## config.mk

```make
export PLATFORM = sky130hd
export DESIGN_NAME = dtsr_ctrl
export DESIGN_NICKNAME = d
export VERILOG_FILES = /design/src/hdl/dtsr_pkg.sv /design/src/hdl/dtsr_ctrl.sv
export SDC_FILE = /design/constraint.sdc
export NUM_CORES = 1
export LEC_CHECK = 0
export ABC_AREA = 1
export BUFFER_PORTS_ARGS = -buffer_cell sky130_fd_sc_hd__buf_2
export CORE_MARGIN = 4
export CORE_UTILIZATION = 45
export CTS_CLUSTER_SIZE = 40
export DETAILED_ROUTE_END_ITERATION = 12
export HOLD_SLACK_MARGIN = 0.1
export PLACE_DENSITY_LB_ADDON = 0.1
export RECOVER_POWER = 100
export SYNTH_ARGS = -nofsm -noshare
export SYNTH_HDL_FRONTEND = slang
export SYNTH_SLANG_ARGS = --single-unit
```

## constraint.sdc

```tcl
create_clock -name i_clk -period 1.2 [get_ports i_clk]
set_input_delay 0.12 -clock i_clk [delete_from_list [all_inputs] [get_ports i_clk]]
set_output_delay 0.12 -clock i_clk [all_outputs]
set_load 0.1 [all_outputs]
```

## src/hdl/dtsr_pkg.sv

```systemverilog
`timescale 1ns / 1ps

package dtsr_pkg;

    typedef enum logic [1:0] {
        OP_CLEAR = 2'd0,
        OP_DRAW  = 2'd1,
        OP_READ  = 2'd2,
        OP_NOP   = 2'd3
    } t_op;

    localparam logic [31:0] DEPTH_FAR = 32'h7FFF_FFFF;
    localparam int          DIV_STEPS = 48;

    typedef struct packed {
        logic load;
        logic clr_wr;
        logic rd_issue;
        logic rd_capture;
        logic row_next;
        logic div_start;
        logic col_init;
        logic pix;
        logic res_load;
    } t_cmd;

    typedef struct packed {
        t_op  op;
        logic clr_last;
        logic draw_empty;
        logic rows_done;
        logic row_neg;
        logic div_done;
        logic col_empty;
        logic col_last;
    } t_sts;

    function automatic logic [7:0] grey_to_rgb332(input logic [7:0] g);
        grey_to_rgb332 = (g & 8'hE0) | ((g & 8'hE0) >> 3) | ((g & 8'hC0) >> 6);
    endfunction

endpackage

```

## src/hdl/dtsr_ctrl.sv

```systemverilog
`timescale 1ns / 1ps

module dtsr_ctrl import dtsr_pkg::*; (
    input  logic i_clk,
    input  logic i_rst_n,
    input  logic i_in_valid,
    input  logic i_out_ready,
    input  t_sts i_sts,
    output logic o_in_ready,
    output logic o_out_valid,
    output t_cmd o_cmd
);

    typedef enum logic [10:0] {
        S_IDLE      = 11'b000_0000_0001,
        S_DISPATCH  = 11'b000_0000_0010,
        S_CLEAR     = 11'b000_0000_0100,
        S_READ_REQ  = 11'b000_0000_1000,
        S_READ_DATA = 11'b000_0001_0000,
        S_ROW_CHK   = 11'b000_0010_0000,
        S_ROW_DIV   = 11'b000_0100_0000,
        S_COL_SETUP = 11'b000_1000_0000,
        S_PIXEL     = 11'b001_0000_0000,
        S_DRAIN     = 11'b010_0000_0000,
        S_DONE      = 11'b100_0000_0000
    } t_state;

    t_state r_state, n_state;
    logic   r_out_valid;

    always_comb begin
        n_state = r_state;
        o_cmd   = '0;
        case (r_state)
            S_IDLE: begin
                if (i_in_valid) begin
                    o_cmd.load = 1'b1;
                    n_state    = S_DISPATCH;
                end
            end
            S_DISPATCH: begin
                case (i_sts.op)
                    OP_CLEAR: n_state = S_CLEAR;
                    OP_DRAW:  n_state = i_sts.draw_empty ? S_DONE : S_ROW_CHK;
                    OP_READ:  n_state = S_READ_REQ;
                    default:  n_state = S_DONE;
                endcase
            end
            S_CLEAR: begin
                o_cmd.clr_wr = 1'b1;
                if (i_sts.clr_last) begin
                    n_state = S_DONE;
                end
            end
            S_READ_REQ: begin
                o_cmd.rd_issue = 1'b1;
                n_state        = S_READ_DATA;
            end
            S_READ_DATA: begin
                o_cmd.rd_capture = 1'b1;
                n_state          = S_DONE;
            end
            S_ROW_CHK: begin
                if (i_sts.rows_done) begin
                    n_state = S_DONE;
                end else if (i_sts.row_neg) begin
                    o_cmd.row_next = 1'b1;
                end else begin
                    o_cmd.div_start = 1'b1;
                    n_state         = S_ROW_DIV;
                end
            end
            S_ROW_DIV: begin
                if (i_sts.div_done) begin
                    n_state = S_COL_SETUP;
                end
            end
            S_COL_SETUP: begin
                if (i_sts.col_empty) begin
                    o_cmd.row_next = 1'b1;
                    n_state        = S_ROW_CHK;
                end else begin
                    o_cmd.col_init = 1'b1;
                    n_state        = S_PIXEL;
                end
            end
            S_PIXEL: begin
                o_cmd.pix = 1'b1;
                if (i_sts.col_last) begin
                    n_state = S_DRAIN;
                end
            end
            S_DRAIN: begin
                o_cmd.row_next = 1'b1;
                n_state        = S_ROW_CHK;
            end
            S_DONE: begin
                if (!r_out_valid || i_out_ready) begin
                    o_cmd.res_load = 1'b1;
                    n_state        = S_IDLE;
                end
            end
            default: n_state = S_IDLE;
        endcase
    end

    always_ff @(posedge i_clk) begin
        if (!i_rst_n) begin
            r_state     <= S_IDLE;
            r_out_valid <= 1'b0;
        end else begin
            r_state <= n_state;
            if (o_cmd.res_load) begin
                r_out_valid <= 1'b1;
            end else if (i_out_ready) begin
                r_out_valid <= 1'b0;
            end
        end
    end

    assign o_in_ready  = (r_state == S_IDLE);
    assign o_out_valid = r_out_valid;

endmodule

```

==> results of run 1 <==
## cells in the mapped netlist
master	n	area share [%]
a21oi_1	2	1.2
and2_1	1	0.76
dfxtp_1	12	29
inv_1	29	13
nand2_1	34	16
nand2_2	4	3.1
nand3_1	9	5.5
nand3_2	1	1.2
nand3b_1	1	0.92
nand4_1	2	1.5
nor2_1	29	13
nor2_2	4	3.1
nor2_4	2	2.7
nor3_1	4	2.4
nor3b_1	1	0.92
nor4b_1	1	1.1
o21a_1	1	0.92
o21ai_0	4	2.4
or3_1	1	0.76
## repair_timing
item | in CTS
resized for setup | 39
pin swaps | 20
gates cloned | 0
endpoints found under the setup margin | 21
buffers inserted | 14
hold endpoints to repair | 2
hold buffers | 2
## through the flow
step	std cells	TNS [ps]	cell area (µm²)
CTS	222	-5770	1570
floorplan	142	-3850	893
detailed placement	202	-3210	1280
global placement	202	-2330	1280
## logic make-up after synthesis
kind of cell	Yosys count	share of synthesized area, %
and+or+nand+nor	94	52.8
DFF	12	29.3
AOI/OAI and AO/OA	7	4.58
buffers and inverters	29	13.3
==> results.toml, run 1 <==
[place]
pre_cts_slack_ps = -275
hpwl_um = 1990
port-buffer-count = 23
gp_congestion = 0.949

[logic_synthesis]
syn_inst = 142
yosys_warnings = 0
yosys.cell_types.count = 19
synth-seq-cells = 12
synth_area_um2 = 820
seq_area_frac_synth_pct = 29.3
avgSynthCellArea_um2 = 5.77
synth_nets = 155

[run_status]
stop_error = "[ERROR DPL-0038] Utilization greater than 100%, impossible to legalize"
status = "did not finish"
lastStage = "global routing"

[sta]
worst-endpoint-pin-kind = "output port"
postGrtWorstEndpoint = "o_cmd[4]"

[cts]
h-tree-depth = 1
clock_path_buffers = 2
clkSinkCount = 12
cts_buffers = 3
clock-root-buffer = "clkbuf_4"

[floorplanning]
num_rows = 15
dieHeight_um = 50.7
start_util_pct = 47.5
die_x_um = 50.7
io_pins = 24

[grt]
grt_max_degree = 8
==> run 2, diff against run 1 <==
--- a/config.mk
+++ b/config.mk
@@ -7,12 +7,10 @@
 export LEC_CHECK = 0
 export ABC_AREA = 1
 export BUFFER_PORTS_ARGS = -buffer_cell sky130_fd_sc_hd__buf_2
-export CORE_MARGIN = 4
-export CORE_UTILIZATION = 45
-export CTS_CLUSTER_SIZE = 40
+export CORE_AREA = 4 4 65 67
 export DETAILED_ROUTE_END_ITERATION = 12
-export HOLD_SLACK_MARGIN = 0.1
-export PLACE_DENSITY_LB_ADDON = 0.1
+export DIE_AREA = 0 0 69 71
+export PLACE_DENSITY_LB_ADDON = 0.15
 export RECOVER_POWER = 100
 export SYNTH_ARGS = -nofsm -noshare
 export SYNTH_HDL_FRONTEND = slang
==> constraint.sdc (replaced) <==
create_clock -name i_clk -period 1.6 [get_ports i_clk]
set_input_delay 0.16 -clock i_clk [delete_from_list [all_inputs] [get_ports i_clk]]
set_output_delay 0.16 -clock i_clk [all_outputs]
set_load 0.1 [all_outputs]
==> results.toml, run 2 <==
[logic_synthesis]
synth_top_area_share_pct = 29.3
synth_top_family_by_area = "simple AND/OR/NAND/NOR gates"
avgSynthCellArea_um2 = 5.77
synthTopCellsByCount = "34 x nand2_1, 29 x inv_1, 29 x nor2_1"
yosys.area_share.simple_pct = 52.8
synth_area_um2 = 820
synth_area_leaders = "dfxtp_1 29%, nand2_1 16%, inv_1 13%, nor2_1 13%, nand3_1 5.5%"
synth_top_area_cell = "dfxtp_1"
ys_async_sr_fraction_pct = 0
seq_area_frac_synth_pct = 29.3
synth-seq-cells = 12
synth_mux_area_share_pct = 0
yosys.cell_types.count = 19
syn_inst = 142
synth-edff-count = 0
synthXorXnorAreaFrac_pct = 0
synth_most_common_cell = "nand2_1"
synth_nets = 155
yosys_warnings = 0
synth-adder-area-share_pct = 0
synth_ff_type = "dfxtp_1"
synth_compound_area_share_pct = 4.58

[floorplanning]
io_pins = 24
dieHeight_um = 71
num_rows = 22
die_x_um = 69
coreArea_um2 = 3630
fp.dieArea_um2 = 4900
start_util_pct = 22.6

[cts]
cts_tree = "done"
path_clk_slew_ps = 50
clock-root-buffer = "clkbuf_8"
clkLatencyLatePin_ps = 240
clock_path_buffers = 2
clkSinkCount = 12
cts_buffers = 3
h-tree-depth = 1

[layout]
finalNonFillerCells = 227
max_flop_register = "r_state"
final_common_cell = "nand2_1"
largest_reg_flops = 11
n_antenna_cell = 0
drive_above_1_share_pct = 44.1
syn2layout_area_growth_pct = 73.0
final_core_util_pct = 39.0
final_cell_mix = "26 x nand2_1, 25 x inv_1, 19 x nor2_1"
fin_nets = 194

[pwr]
p_leak_nw = 0.706
total_power_mw = 1.89
powerDensity_nw_per_um2 = 1330
peakVddDrop_mv = 0.644

[sta]
slew_headroom_pct = 63.9
post-route-worst-setup-slack_ps = -23.2
clock_skew_ps = 7.74
finalCriticalPeriod_ps = 1620
tightest_slew_ps = 543
hold_viol = 0
fmax_mhz = 616
maxSlewViolCount = 0
rsz0062_at_grt = "yes"
period_share_pct = 101
setup_viol = 2

[setup_path]
arrival_ps = 1460
endpoint_kind = "primary output"
cp-start-kind = "register"
critPathMaxFanout = 4
required_ps = 1440
crit_type = "reg2out"

[routing]
wl_per_cell_um = 11.3
drc = 0
drtIter0Drc = 28
antenna_left = 0
wirelength_um = 2550
vias_per_cell = 4.24
firstDrtPassIters = 4
vias = 963

[grt]
grt_pass1_wl_um = 4280
grt_usage_pct = 10.7
antenna_found_initial = 0
grt_pass1_vias = 959
grt_overflow_total = 0
grt_max_degree = 8

[run_status]
violations = "negative setup slack"
status = "finished, violations left"

[place]
hpwl_um = 1990
gp_congestion = 0.845
pre_cts_slack_ps = 81.0
dp_cells = 213
port-buffer-count = 23

[hold_path]
min_path_type = "in2reg"

[run]
maxCapViolations = 0
==> run 2: cell counts after synthesis <==
No cell type changed its count.
==> run 2: where the power goes <==
group          switching (mW)  internal (mW)
clock                   0.114          0.166
combinational           0.754          0.471
sequential             0.0446          0.344
==> run 2: area by class of cell <==
cell class                 instances  area, µm²
tap                               48       60.1
timing repair buffer              34        359
inverter                          29        113
clock buffer                       3       41.3
sequential                        12        249
fill                             405       2220
multi-input combinational        101        596
==> run 2: per-stage QoR <==
| step | area (µm²) | hold slack [ps] | TNS (ps) |
|---|---|---|---|
| floorplan | 866 | 229 | -98.3 |
| global placement | 1190 | 366 | 0 |
| detailed placement | 1190 | 375 | 0 |
| CTS | 1330 | 121 | -126 |
| global route | 1420 | 145 | -784 |
| finish | 1420 | 127 | -25.6 |
==> run 2: logic make-up after synthesis <==
logic type             Yosys count
AO/OA/AOI/OAI                    7
buffers and inverters           29
AND/OR/NAND/NOR                 94
flip-flops                      12
==> run 2: what timing repair did <==
item	4_1_cts	5_1_grt
setup endpoints to repair	8	16
pin swaps	9	13
gates resized for setup	11	24
setup buffers	8	3
hold buffers	0	0
==> run 2: final timing paths <==
kind	slack, ps	start	depth (start not counted)	to
min reg2reg	580	r_state[0]$_SDFFE_PN1P_	4	r_state[0]$_SDFFE_PN1P_
min	130	i_sts[7]	2	r_state[3]$_SDFFE_PN0P_
max	-20	r_state[2]$_SDFFE_PN0P_	7	o_cmd[3]
max reg2reg	30	r_state[8]$_SDFFE_PN0P_	11	r_state[0]$_SDFFE_PN1P_
==> run 2: routing by layer <==
metal  vias to the layer above  wire length (µm)  GRT usage [%]
met4                         0                47           2.82
li1                        505                 -              -
met3                         6               121           3.55
met5                         -                 0              0
met1                       428              1080           13.1
met2                        24              1300           18.1
==> run 2: critical path: stages, from the launching register on <==
cell and delay (ps):
dfxtp_1 330, nor2_2 120, nand2_2 100, nor2_4 160, buf_6 130, nand3_4 70, nor2_4 120, buf_12 180
Note: power is estimated with default switching activity, not from simulation.
